File: config.mk
export PLATFORM = sky130hd
export DESIGN_NAME = spectrum_bin_average_resampler_flat
export DESIGN_NICKNAME = d
export VERILOG_FILES = /design/src/design/sba_pkg.sv /design/src/design/sba_if.sv /design/src/design/sba_div.sv /design/src/design/sba_dp.sv /design/src/design/sba_ctrl.sv /design/src/design/spectrum_bin_average_resampler.sv /design/src/flat_wrapper.sv
export SDC_FILE = /design/constraint.sdc
export NUM_CORES = 2
export LEC_CHECK = 0
export BUFFER_PORTS_ARGS = -buffer_cell sky130_fd_sc_hd__buf_2
export CAP_MARGIN = 20
export CELL_PAD_IN_SITES_DETAIL_PLACEMENT = 1
export CELL_PAD_IN_SITES_GLOBAL_PLACEMENT = 1
export CORE_ASPECT_RATIO = 0.9
export CORE_MARGIN = 8
export CORE_UTILIZATION = 56
export DETAILED_ROUTE_END_ITERATION = 10
export GPL_TIMING_DRIVEN = 1
export PLACE_DENSITY_LB_ADDON = 0.12
export SLEW_MARGIN = 20
export SYNTH_ARGS = -nofsm -noshare
export SYNTH_HDL_FRONTEND = slang
export SYNTH_SLANG_ARGS = --single-unit
File: constraint.sdc
create_clock -name i_clk -period 41.3 [get_ports i_clk]
set_input_delay 8.26 -clock i_clk [delete_from_list [all_inputs] [get_ports i_clk]]
set_output_delay 8.26 -clock i_clk [all_outputs]
set_load 0.01 [all_outputs]
File: src/design/sba_pkg.sv
// Shared constants, codes and controller/datapath types for the spectrum bin resampler.
package sba_pkg;

    localparam int BIN_COUNT = 64;
    localparam int BIN_IDX_W = 6;
    localparam int NB_W      = 7;
    localparam int WL_W      = 20;
    localparam int V_W       = 24;
    localparam int ACC_W     = 48;
    localparam int POS_W     = 28;
    localparam int QUO_W     = 49;
    localparam int CRV_W     = 27;

    localparam logic [WL_W-1:0] START_RESET = 20'd97280;
    localparam logic [WL_W-1:0] WIDTH_RESET = 20'd1600;

    localparam logic signed [QUO_W-1:0] V_MAX = 49'sd8388607;
    localparam logic signed [QUO_W-1:0] V_MIN = -49'sd8388608;

    typedef enum logic {
        CFG_START = 1'b0,
        CFG_WIDTH = 1'b1
    } t_cfg_index;

    typedef enum logic [1:0] {
        DIV_CURVE_A,
        DIV_CURVE_B,
        DIV_AVG
    } t_div_sel;

    typedef enum logic [3:0] {
        S_IDLE,
        S_BIN,
        S_HI,
        S_CLIP,
        S_PIECE,
        S_DIVA,
        S_DIVB,
        S_ACC,
        S_TEST,
        S_DIVAVG,
        S_EMIT,
        S_FINISH
    } t_state;

    typedef struct packed {
        logic     in_ready;
        logic     load_in;
        logic     calc_lo;
        logic     calc_hi;
        logic     calc_cb;
        logic     div_start;
        t_div_sel div_sel;
        logic     take_ia;
        logic     take_ib;
        logic     acc_add;
        logic     take_avg;
        logic     emit_load;
        logic     finish;
    } t_cmd;

    typedef struct packed {
        logic bins_done;
        logic piece_ok;
        logic emit_cond;
        logic div_done;
        logic out_free;
    } t_sts;

endpackage

File: src/design/sba_if.sv
// Valid/ready channel interfaces for input points and output bins.
interface sba_in_if;
    logic                               valid;
    logic                               ready;
    logic [sba_pkg::WL_W-1:0]           wavelength;
    logic signed [sba_pkg::V_W-1:0]     sample_value;
    logic                               last_point;

    modport source (output valid, output wavelength, output sample_value,
                    output last_point, input ready);
    modport sink (input valid, input wavelength, input sample_value,
                  input last_point, output ready);
endinterface

interface sba_out_if;
    logic                               valid;
    logic                               ready;
    logic [sba_pkg::BIN_IDX_W-1:0]      bin_index;
    logic signed [sba_pkg::V_W-1:0]     bin_average;
    logic                               last_bin;

    modport source (output valid, output bin_index, output bin_average,
                    output last_bin, input ready);
    modport sink (input valid, input bin_index, input bin_average,
                  input last_bin, output ready);
endinterface

File: src/design/sba_div.sv
// Bit-serial signed floor divider with an unsigned divisor.
module sba_div (
    input  logic                               i_clk,
    input  logic                               i_rst_n,
    input  logic                               i_start,
    input  logic signed [sba_pkg::ACC_W-1:0]   i_num,
    input  logic [sba_pkg::WL_W:0]             i_den,
    output logic                               o_busy,
    output logic                               o_done,
    output logic signed [sba_pkg::QUO_W-1:0]   o_quo
);
    localparam int STEPS = sba_pkg::ACC_W;

    logic                        r_busy;
    logic                        r_done;
    logic [5:0]                  r_cnt;
    logic                        r_neg;
    logic [sba_pkg::ACC_W-1:0]   r_quo;
    logic [sba_pkg::WL_W:0]      r_rem;
    logic [sba_pkg::WL_W:0]      r_den;
    logic [sba_pkg::WL_W:0]      n_rem;
    logic [sba_pkg::WL_W+1:0]    sh;
    logic                        ge;
    logic [sba_pkg::ACC_W-1:0]   mag_in;
    logic signed [sba_pkg::QUO_W-1:0] mag;

    assign mag_in = i_num[sba_pkg::ACC_W-1] ? (~i_num + 1'b1) : i_num;
    assign sh     = {r_rem, r_quo[sba_pkg::ACC_W-1]};
    assign ge     = sh >= {1'b0, r_den};
    assign n_rem  = ge ? (sba_pkg::WL_W+1)'(sh - {1'b0, r_den}) : sh[sba_pkg::WL_W:0];

    always_ff @(posedge i_clk) begin
        if (!i_rst_n) begin
            r_busy <= 1'b0;
            r_done <= 1'b0;
            r_cnt  <= '0;
        end else begin
            r_done <= 1'b0;
            if (i_start) begin
                r_busy <= 1'b1;
                r_cnt  <= '0;
            end else if (r_busy) begin
                r_cnt <= r_cnt + 6'd1;
                if (r_cnt == 6'(STEPS - 1)) begin
                    r_busy <= 1'b0;
                    r_done <= 1'b1;
                end
            end
        end
    end

    always_ff @(posedge i_clk) begin
        if (i_start) begin
            r_quo <= mag_in;
            r_rem <= '0;
            r_neg <= i_num[sba_pkg::ACC_W-1];
            r_den <= i_den;
        end else if (r_busy) begin
            r_rem <= n_rem;
            r_quo <= {r_quo[sba_pkg::ACC_W-2:0], ge};
        end
    end

    // Floor rounding: a negative dividend with a remainder steps one further down.
    assign mag    = signed'({1'b0, r_quo});
    assign o_quo  = r_neg ? (-mag - ((r_rem != '0) ? 49'sd1 : 49'sd0)) : mag;
    assign o_busy = r_busy;
    assign o_done = r_done;
endmodule

File: src/design/sba_dp.sv
// Datapath: configuration, segment and bin registers, divider, accumulator, output register.
module sba_dp (
    input  logic                        i_clk,
    input  logic                        i_rst_n,
    input  logic                        i_cfg_we,
    input  logic                        i_cfg_index,
    input  logic [sba_pkg::WL_W-1:0]    i_cfg_data,
    input  sba_pkg::t_cmd               i_cmd,
    output sba_pkg::t_sts               o_sts,
    sba_in_if.sink                      i_in,
    sba_out_if.source                   o_out
);
    logic [sba_pkg::WL_W-1:0]          r_start, r_bw;
    logic [sba_pkg::WL_W-1:0]          r_w, r_pw;
    logic signed [sba_pkg::V_W-1:0]    r_v, r_pv;
    logic                              r_last, r_hp;
    logic [sba_pkg::NB_W-1:0]          r_nb;
    logic signed [sba_pkg::ACC_W-1:0]  r_acc;
    logic [sba_pkg::POS_W-1:0]         r_lo, r_hi, r_ca, r_cb;
    logic signed [sba_pkg::CRV_W-1:0]  r_ia, r_ib;
    logic signed [sba_pkg::V_W-1:0]    r_avg;
    logic                              r_o_valid, r_o_last;
    logic [sba_pkg::BIN_IDX_W-1:0]     r_o_idx;
    logic signed [sba_pkg::V_W-1:0]    r_o_avg;

    logic [sba_pkg::WL_W-1:0]          bw_eff, span, dx, x, pw_clip;
    logic                              seg;
    logic signed [sba_pkg::V_W:0]      dv;
    logic signed [45:0]                prod;
    logic signed [sba_pkg::ACC_W-1:0]  num;
    logic [sba_pkg::WL_W:0]            den;
    logic                              div_busy, div_done;
    logic signed [sba_pkg::QUO_W-1:0]  quo;
    logic signed [sba_pkg::CRV_W-1:0]  crv;
    logic signed [sba_pkg::CRV_W:0]    isum;
    logic [sba_pkg::WL_W-1:0]          cwid;
    logic signed [48:0]                piece;
    logic signed [sba_pkg::V_W-1:0]    sat;
    logic                              out_free;

    assign bw_eff = (r_bw == '0) ? 20'd1 : r_bw;
    assign seg    = r_hp && (r_w > r_pw);
    assign span   = r_w - r_pw;
    assign x      = (i_cmd.div_sel == sba_pkg::DIV_CURVE_A) ? r_ca[sba_pkg::WL_W-1:0]
                                                            : r_cb[sba_pkg::WL_W-1:0];
    assign dx     = x - r_pw;
    assign dv     = (sba_pkg::V_W+1)'(r_v) - (sba_pkg::V_W+1)'(r_pv);
    assign prod   = 46'(dv) * 46'(signed'({1'b0, dx}));
    assign pw_clip = r_pw;

    always_comb begin
        if (i_cmd.div_sel == sba_pkg::DIV_AVG) begin
            num = r_acc + signed'(48'(bw_eff));
            den = {bw_eff, 1'b0};
        end else begin
            num = signed'({prod[45], prod, 1'b0}) + signed'(48'(span));
            den = {span, 1'b0};
        end
    end

    sba_div u_div (
        .i_clk   (i_clk),
        .i_rst_n (i_rst_n),
        .i_start (i_cmd.div_start),
        .i_num   (num),
        .i_den   (den),
        .o_busy  (div_busy),
        .o_done  (div_done),
        .o_quo   (quo)
    );

    assign crv   = sba_pkg::CRV_W'(r_pv) + quo[sba_pkg::CRV_W-1:0];
    assign isum  = (sba_pkg::CRV_W+1)'(r_ia) + (sba_pkg::CRV_W+1)'(r_ib);
    assign cwid  = r_cb[sba_pkg::WL_W-1:0] - r_ca[sba_pkg::WL_W-1:0];
    assign piece = 49'(isum) * 49'(signed'({1'b0, cwid}));

    always_comb begin
        if (quo > sba_pkg::V_MAX) begin
            sat = sba_pkg::V_MAX[sba_pkg::V_W-1:0];
        end else if (quo < sba_pkg::V_MIN) begin
            sat = sba_pkg::V_MIN[sba_pkg::V_W-1:0];
        end else begin
            sat = quo[sba_pkg::V_W-1:0];
        end
    end

    assign out_free = !r_o_valid || o_out.ready;

    always_ff @(posedge i_clk) begin
        if (!i_rst_n) begin
            r_start <= sba_pkg::START_RESET;
            r_bw    <= sba_pkg::WIDTH_RESET;
        end else if (i_cfg_we) begin
            unique case (sba_pkg::t_cfg_index'(i_cfg_index))
                sba_pkg::CFG_START: r_start <= i_cfg_data;
                sba_pkg::CFG_WIDTH: r_bw    <= i_cfg_data;
            endcase
        end
    end

    always_ff @(posedge i_clk) begin
        if (!i_rst_n) begin
            r_pw      <= '0;
            r_pv      <= '0;
            r_hp      <= 1'b0;
            r_nb      <= '0;
            r_acc     <= '0;
            r_o_valid <= 1'b0;
        end else begin
            if (o_out.ready) begin
                r_o_valid <= 1'b0;
            end
            if (i_cmd.acc_add) begin
                r_acc <= r_acc + piece[sba_pkg::ACC_W-1:0];
            end
            if (i_cmd.emit_load) begin
                r_o_valid <= 1'b1;
                r_acc     <= '0;
                r_nb      <= r_nb + 7'd1;
            end
            if (i_cmd.finish) begin
                if (r_last) begin
                    r_pw  <= '0;
                    r_pv  <= '0;
                    r_hp  <= 1'b0;
                    r_nb  <= '0;
                    r_acc <= '0;
                end else begin
                    r_pw <= r_w;
                    r_pv <= r_v;
                    r_hp <= 1'b1;
                end
            end
        end
    end

    always_ff @(posedge i_clk) begin
        if (i_cmd.load_in) begin
            r_w    <= i_in.wavelength;
            r_v    <= i_in.sample_value;
            r_last <= i_in.last_point;
        end
        if (i_cmd.calc_lo) begin
            r_lo <= sba_pkg::POS_W'(r_start) + sba_pkg::POS_W'(r_nb) * sba_pkg::POS_W'(bw_eff);
        end
        if (i_cmd.calc_hi) begin
            r_hi <= r_lo + sba_pkg::POS_W'(bw_eff);
            r_ca <= (r_lo > sba_pkg::POS_W'(pw_clip)) ? r_lo : sba_pkg::POS_W'(pw_clip);
        end
        if (i_cmd.calc_cb) begin
            r_cb <= (r_hi < sba_pkg::POS_W'(r_w)) ? r_hi : sba_pkg::POS_W'(r_w);
        end
        if (i_cmd.take_ia) begin
            r_ia <= crv;
        end
        if (i_cmd.take_ib) begin
            r_ib <= crv;
        end
        if (i_cmd.take_avg) begin
            r_avg <= sat;
        end
        if (i_cmd.emit_load) begin
            r_o_idx  <= r_nb[sba_pkg::BIN_IDX_W-1:0];
            r_o_avg  <= r_avg;
            r_o_last <= (r_nb == 7'(sba_pkg::BIN_COUNT - 1));
        end
    end

    assign o_sts.bins_done = (r_nb == 7'(sba_pkg::BIN_COUNT));
    assign o_sts.piece_ok  = seg && (r_cb > r_ca);
    assign o_sts.emit_cond = (r_hi <= sba_pkg::POS_W'(r_w)) || r_last;
    assign o_sts.div_done  = div_done;
    assign o_sts.out_free  = out_free;

    assign i_in.ready        = i_cmd.in_ready;
    assign o_out.valid       = r_o_valid;
    assign o_out.bin_index   = r_o_idx;
    assign o_out.bin_average = r_o_avg;
    assign o_out.last_bin    = r_o_last;

    a_div_idle: assert property (@(posedge i_clk) disable iff (!i_rst_n)
        i_cmd.div_start |-> !div_busy)
        else $error("divider started while busy");
    a_nb_range: assert property (@(posedge i_clk) disable iff (!i_rst_n)
        r_nb <= 7'(sba_pkg::BIN_COUNT))
        else $error("bin counter beyond bin count");
    a_no_overwrite: assert property (@(posedge i_clk) disable iff (!i_rst_n)
        i_cmd.emit_load |-> out_free)
        else $error("output register overwritten");
    a_last_flag: assert property (@(posedge i_clk) disable iff (!i_rst_n)
        r_o_valid |-> (r_o_last == (r_o_idx == 6'(sba_pkg::BIN_COUNT - 1))))
        else $error("last bin flag disagrees with bin index");
endmodule

File: src/design/sba_ctrl.sv
// Controller state machine sequencing points, bins and divisions.
module sba_ctrl (
    input  logic          i_clk,
    input  logic          i_rst_n,
    input  logic          i_in_valid,
    input  sba_pkg::t_sts i_sts,
    output sba_pkg::t_cmd o_cmd
);
    sba_pkg::t_state r_state, n_state;

    always_ff @(posedge i_clk) begin
        if (!i_rst_n) begin
            r_state <= sba_pkg::S_IDLE;
        end else begin
            r_state <= n_state;
        end
    end

    always_comb begin
        n_state = r_state;
        o_cmd   = '0;
        o_cmd.div_sel = sba_pkg::DIV_CURVE_A;
        unique case (r_state)
            sba_pkg::S_IDLE: begin
                o_cmd.in_ready = 1'b1;
                if (i_in_valid) begin
                    o_cmd.load_in = 1'b1;
                    n_state = sba_pkg::S_BIN;
                end
            end
            sba_pkg::S_BIN: begin
                if (i_sts.bins_done) begin
                    n_state = sba_pkg::S_FINISH;
                end else begin
                    o_cmd.calc_lo = 1'b1;
                    n_state = sba_pkg::S_HI;
                end
            end
            sba_pkg::S_HI: begin
                o_cmd.calc_hi = 1'b1;
                n_state = sba_pkg::S_CLIP;
            end
            sba_pkg::S_CLIP: begin
                o_cmd.calc_cb = 1'b1;
                n_state = sba_pkg::S_PIECE;
            end
            sba_pkg::S_PIECE: begin
                if (i_sts.piece_ok) begin
                    o_cmd.div_start = 1'b1;
                    n_state = sba_pkg::S_DIVA;
                end else begin
                    n_state = sba_pkg::S_TEST;
                end
            end
            sba_pkg::S_DIVA: begin
                if (i_sts.div_done) begin
                    o_cmd.take_ia   = 1'b1;
                    o_cmd.div_sel   = sba_pkg::DIV_CURVE_B;
                    o_cmd.div_start = 1'b1;
                    n_state = sba_pkg::S_DIVB;
                end
            end
            sba_pkg::S_DIVB: begin
                if (i_sts.div_done) begin
                    o_cmd.take_ib = 1'b1;
                    n_state = sba_pkg::S_ACC;
                end
            end
            sba_pkg::S_ACC: begin
                o_cmd.acc_add = 1'b1;
                n_state = sba_pkg::S_TEST;
            end
            sba_pkg::S_TEST: begin
                if (i_sts.emit_cond) begin
                    o_cmd.div_sel   = sba_pkg::DIV_AVG;
                    o_cmd.div_start = 1'b1;
                    n_state = sba_pkg::S_DIVAVG;
                end else begin
                    n_state = sba_pkg::S_FINISH;
                end
            end
            sba_pkg::S_DIVAVG: begin
                o_cmd.div_sel = sba_pkg::DIV_AVG;
                if (i_sts.div_done) begin
                    o_cmd.take_avg = 1'b1;
                    n_state = sba_pkg::S_EMIT;
                end
            end
            sba_pkg::S_EMIT: begin
                if (i_sts.out_free) begin
                    o_cmd.emit_load = 1'b1;
                    n_state = sba_pkg::S_BIN;
                end
            end
            sba_pkg::S_FINISH: begin
                o_cmd.finish = 1'b1;
                n_state = sba_pkg::S_IDLE;
            end
            default: begin
                n_state = sba_pkg::S_IDLE;
            end
        endcase
    end
endmodule

File: src/design/spectrum_bin_average_resampler.sv
// Top level of the piecewise-linear spectrum bin-average resampler.
//
//   channel   direction  payload                                  beat when
//   i_in      in         wavelength, sample_value, last_point     valid && ready
//   o_out     out        bin_index, bin_average, last_bin         valid && ready
//   i_cfg_*   in         index 0 start_wavelength, 1 bin_width    i_cfg_we
//
// A point is accepted in the idle state and ends in the finish state. For every bin it closes
// or touches it runs the bin setup states; when the segment overlaps the bin it adds two
// divisions for the two curve values and an accumulate step, and when the bin is
// emitted, a division for the average and a load of the output register. Once all
// bins are out, a point goes straight to the finish state.
// All three divisions share one bit-serial divider (one quotient bit per cycle). One point
// is in work at a time; i_in.ready is high only between points. Reset is synchronous
// and active low and restores the register defaults. A stalled output holds its beat
// in the output register and the block waits there before emitting the next bin.
module spectrum_bin_average_resampler (
    input  logic                      i_clk,
    input  logic                      i_rst_n,
    input  logic                      i_cfg_we,
    input  logic                      i_cfg_index,
    input  logic [sba_pkg::WL_W-1:0]  i_cfg_data,
    sba_in_if.sink                    i_in,
    sba_out_if.source                 o_out
);
    sba_pkg::t_cmd cmd;
    sba_pkg::t_sts sts;

    // The controller only sequences; every value lives in the datapath.
    sba_ctrl u_ctrl (
        .i_clk      (i_clk),
        .i_rst_n    (i_rst_n),
        .i_in_valid (i_in.valid),
        .i_sts      (sts),
        .o_cmd      (cmd)
    );

    sba_dp u_dp (
        .i_clk       (i_clk),
        .i_rst_n     (i_rst_n),
        .i_cfg_we    (i_cfg_we),
        .i_cfg_index (i_cfg_index),
        .i_cfg_data  (i_cfg_data),
        .i_cmd       (cmd),
        .o_sts       (sts),
        .i_in        (i_in),
        .o_out       (o_out)
    );
endmodule

File: src/flat_wrapper.sv
// flat-port wrapper written by rule: the top's interface ports become plain ports
module spectrum_bin_average_resampler_flat 
  (i_clk, i_rst_n, i_cfg_we, i_cfg_index, i_cfg_data, i_in_valid, i_in_wavelength, i_in_sample_value, i_in_last_point, i_in_ready, o_out_valid, o_out_bin_index, o_out_bin_average, o_out_last_bin, o_out_ready);
  sba_in_if i_in_i ();
  sba_out_if o_out_i ();
  input  logic i_clk;
  input  logic i_rst_n;
  input  logic i_cfg_we;
  input  logic i_cfg_index;
  input  logic [sba_pkg::WL_W-1:0] i_cfg_data;
  input wire logic [$bits(i_in_i.valid)-1:0] i_in_valid;
  input wire logic [$bits(i_in_i.wavelength)-1:0] i_in_wavelength;
  input wire logic [$bits(i_in_i.sample_value)-1:0] i_in_sample_value;
  input wire logic [$bits(i_in_i.last_point)-1:0] i_in_last_point;
  output wire logic [$bits(i_in_i.ready)-1:0] i_in_ready;
  output wire logic [$bits(o_out_i.valid)-1:0] o_out_valid;
  output wire logic [$bits(o_out_i.bin_index)-1:0] o_out_bin_index;
  output wire logic [$bits(o_out_i.bin_average)-1:0] o_out_bin_average;
  output wire logic [$bits(o_out_i.last_bin)-1:0] o_out_last_bin;
  input wire logic [$bits(o_out_i.ready)-1:0] o_out_ready;
  assign i_in_i.valid = i_in_valid;
  assign i_in_i.wavelength = i_in_wavelength;
  assign i_in_i.sample_value = i_in_sample_value;
  assign i_in_i.last_point = i_in_last_point;
  assign i_in_ready = i_in_i.ready;
  assign o_out_valid = o_out_i.valid;
  assign o_out_bin_index = o_out_i.bin_index;
  assign o_out_bin_average = o_out_i.bin_average;
  assign o_out_last_bin = o_out_i.last_bin;
  assign o_out_i.ready = o_out_ready;
  spectrum_bin_average_resampler u_core (.i_clk(i_clk), .i_rst_n(i_rst_n), .i_cfg_we(i_cfg_we), .i_cfg_index(i_cfg_index), .i_cfg_data(i_cfg_data), .i_in(i_in_i), .o_out(o_out_i));
endmodule
==> impl_metrics.csv <==
group,metric,value,unit
outcome,outcome,"finished, final reports clean",
worst_setup_path,required,41700,ps
logic_synthesis,avgSynthCellArea,8.87,um2
logic_synthesis,synth_flop_cell,"edfxtp_1",
sta,max_slew.worst_pin.slew,1240,ps
clocking,cts_root_buffer,"clkbuf_16",
logic_synthesis,synth_edf_count,335,
worst_setup_path,slowest_stage,"nor4b_1",
placement,routabilityCongestion,0.969,
placement,place.detailed.hpwl,239,mm
global_routing,grt_pass1_vias,73900,
layout,fill_cells,16700,
logic_synthesis,ys_seq_area_frac,0.168,
layout,final_util,0.600,
worst_setup_path,endpoint_kind,"flip-flop",
sta,hold_violations,0,
route,viasPerCell,6.15,
layout,layout-drive-gt1-share,0.0626,
floorplanning,core_region_area,0.144,mm2
global_routing,grt.overflow.total,0,
clocking,clockBufferDepth,3,
floorplanning,rows,132,
layout,fin_nets,11000,
layout,syn_to_final_growth,6.46,%
worst_setup_path,start_kind,"flip-flop",
sta,period_share,0.406,
clocking,cts_hold_buf,0,
sta,finClkSkew,65.7,ps
worst_setup_path,cp_slowest_stage_delay,1090,ps
route,wl_per_cell,26.8,um
worst_setup_path,cp_common_cell,"fa_1",
global_routing,grt_pass1_wl,449,mm
sta,final_max_slew_viol_count,0,
logic_synthesis,synthTopCellsByArea,"fa_1 31%, edfxtp_1 12%, ha_1 9.6%",
worst_setup_path,path_max_fanout,39,
clocking,cts.reportedPaths.clkPinSlew,60,ps
global_routing,use_met1,0.473,
clocking,clock_latency,720,ps
logic_synthesis,synth_cell_types,124,
route,drt-total-wl,295,mm
clocking,cts_tree,"built",
floorplanning,start_util,0.563,
global_routing,grt_use_met3,0.0628,
floorplanning,die_w,416,um
sta,finalSetupViolCount,0,
clocking,post_cts_resized,0,
clocking,cts_buffers,66,
floorplanning,die_area,0.157,mm2
sta,finalCriticalPeriod,16760,ps
route,dr_total_vias,67700,
global_routing,antenna_found_initial,21,
route,ant_nets,0,
global_routing,met2_usage,0.608,
logic_synthesis,async_reset_ff_frac,0,
worst_setup_path,cp.arrival,17150,ps
clocking,cts_sinks,509,
sta,fmax,59.7,MHz
floorplanning,io_pins,104,
logic_synthesis,netlist_area,0.0808,mm2
worst_setup_path,startpoint,"u_core.u_dp.r_w[10]",
route,remaining_drc_errors,0,
global_routing,grt_max_degree,91,
clocking,post_cts_buffers,0,
global_routing,grt.total_usage,0.372,
sta,rsz0062_at_grt,"false",
placement,dp_cells,10900,
clocking,cts_max_level,3,
logic_synthesis,synth_cells,9112,
logic_synthesis,synth_top_area_frac,0.307,
route,drt_iter0_markers,5628,
route,dr.pass1.iters,5,
logic_synthesis,ys_ff_latch,509,
worst_setup_path,r2r-start,"u_core.u_dp.r_w[10]",
sta,slew_headroom,0.161,
worst_setup_path,path_buf_inv,9,
logic_synthesis,yosys_warnings,0,
job,cap_violations,0,
logic_synthesis,yosys.area.top_type,"fa_1",
sta,setup_tns,0,ps
worst_hold_path,hold_class,"flip-flop to flip-flop",
worst_hold_path,worstHoldStart,"u_core.u_dp.r_hp",
floorplanning,die_y,376,um
placement,port_buffers,103,
layout,layout.cells.non_filler,11000,
global_routing,gr-max-usage-layer,"met2",
worst_setup_path,crit_type,"flip-flop to flip-flop",
worst_setup_path,crit_family,"compound AO/OA/AOI/OAI gates",
[sequential cells by signal, summed over array words and instances (netlist names), 4 cells and up]
| name | flops |
|---|---|
| u_core.u_dp.r_acc | 48 |
| u_core.u_dp.u_div.r_den | 20 |
| u_core.u_dp.r_hi | 28 |
| u_core.u_dp.pw_clip | 20 |
| u_core.u_dp.o_out.bin_average | 24 |
| u_core.u_dp.u_div.r_cnt | 6 |
| u_core.u_dp.u_div.r_quo | 48 |
| u_core.u_dp.r_ib | 27 |
| u_core.u_dp.r_lo | 28 |
| u_core.u_dp.r_cb | 28 |
| u_core.u_dp.o_out.bin_index | 6 |
| u_core.u_dp.r_avg | 24 |
| u_core.u_dp.r_ia | 27 |
| u_core.u_dp.r_nb | 7 |
| u_core.u_dp.r_start | 20 |
| u_core.u_dp.r_bw | 20 |
| u_core.u_dp.r_w | 20 |
| u_core.u_dp.r_pv | 24 |
| u_core.u_dp.u_div.r_rem | 21 |
| u_core.u_dp.r_ca | 28 |
| u_core.u_ctrl.r_state | 4 |
| u_core.u_dp.r_v | 24 |
[cell usage after synthesis, types with 26 or more instances]
master / instances
nor3b_1: 30
xnor2_1: 296
nand3_1: 126
o21bai_1: 30
fa_1: 1239
a21oi_1: 431
inv_1: 1501
clkbuf_1: 329
o21ai_0: 256
or3_1: 46
nand2b_1: 98
o211ai_1: 66
edfxtp_1: 335
mux2i_1: 64
ha_1: 619
nand2_1: 1176
o31ai_1: 28
a21boi_0: 59
nor4_1: 37
nor2_1: 699
mux2_2: 26
a211oi_1: 57
nor3_1: 182
and2_1: 123
and3_1: 58
a31oi_1: 58
nor2b_1: 147
xor2_1: 137
or2_2: 52
nand4_1: 69
dfxtp_1: 174
o21a_1: 70
a21o_1: 155
[area by class of cell]
cell class | instances | area [um2] | area share
antenna | 18 | 45.0 | 0.000523
timing repair buffer | 257 | 1690 | 0.0197
sequential | 509 | 13500 | 0.157
multi-input combinational | 6727 | 60600 | 0.704
clock buffer | 87 | 1800 | 0.0210
tap | 1876 | 2350 | 0.0273
inverter | 1506 | 5650 | 0.0657
clock inverter | 31 | 359 | 0.00417
[layout by cell type, fill, tap and decap left out, drive strengths merged, types with 56 or more instances in the layout]
cell type,n
a31oi,59
xor2,138
and3,59
buf,257
dfxtp,174
o21ai,272
o21a,70
nor3,185
nor2,699
inv,1509
a211oi,57
nand3,126
nand4,70
o211ai,69
mux2i,64
a21o,157
ha,619
a21boi,62
clkbuf,87
nor2b,148
nand2b,98
a21oi,433
edfxtp,335
xnor2,298
nand2,1182
fa,1239
or2,56
and2,126
[layer usage]
layer	vias up	share of wire
li1	29300	-
met2	2682	0.47
met4	4	0.067
met5	-	0.000071
met3	727	0.072
met1	34900	0.39
[per-stage QoR]
stage	hold WS, ps	setup WS, ps	cell area, um2
final	465	24540	86100
after CTS	459	24920	86000
after global placement	433	24770	83800
after detailed placement	449	25000	83800
after global routing	471	23640	86000
after floorplan	400	27610	80900
[kinds of logic (layout without fill, tap and decap cells)]
group / after synthesis / count (layout) / share of synthesized area
AO/OA/AOI/OAI: 1415 / 1415 / 0.114
AND/OR/NAND/NOR: 2920 / 2920 / 0.167
flip-flops: 509 / 509 / 0.168
XOR/XNOR: 436 / 436 / 0.0477
other: 1 / 26 / 0.0000464
buffers and inverters: 1883 / 1881 / 0.0899
multiplexers: 90 / 90 / 0.0115
adder cells (fa/ha/maj): 1858 / 1858 / 0.403
[path summary, 6_finish.rpt]
check | end | slack (ps) | depth (start not counted)
worst max-delay path | u_core.u_dp.u_div.r_quo[46] | 24540 | 54
worst min-delay path | u_core.u_dp.r_hp | 470 | 2
worst max register to register | u_core.u_dp.u_div.r_quo[46] | 24540 | 54
worst min register to register | u_core.u_dp.r_hp | 470 | 2
[tightest hold or removal path: stages, from the launching register on]
cell	delay [ps]
dfxtp_1	310
inv_1	50
a21oi_1	50
Power is not shown: default switching activity piles up to over one toggle a cycle in this logic, so the estimate is an artifact.
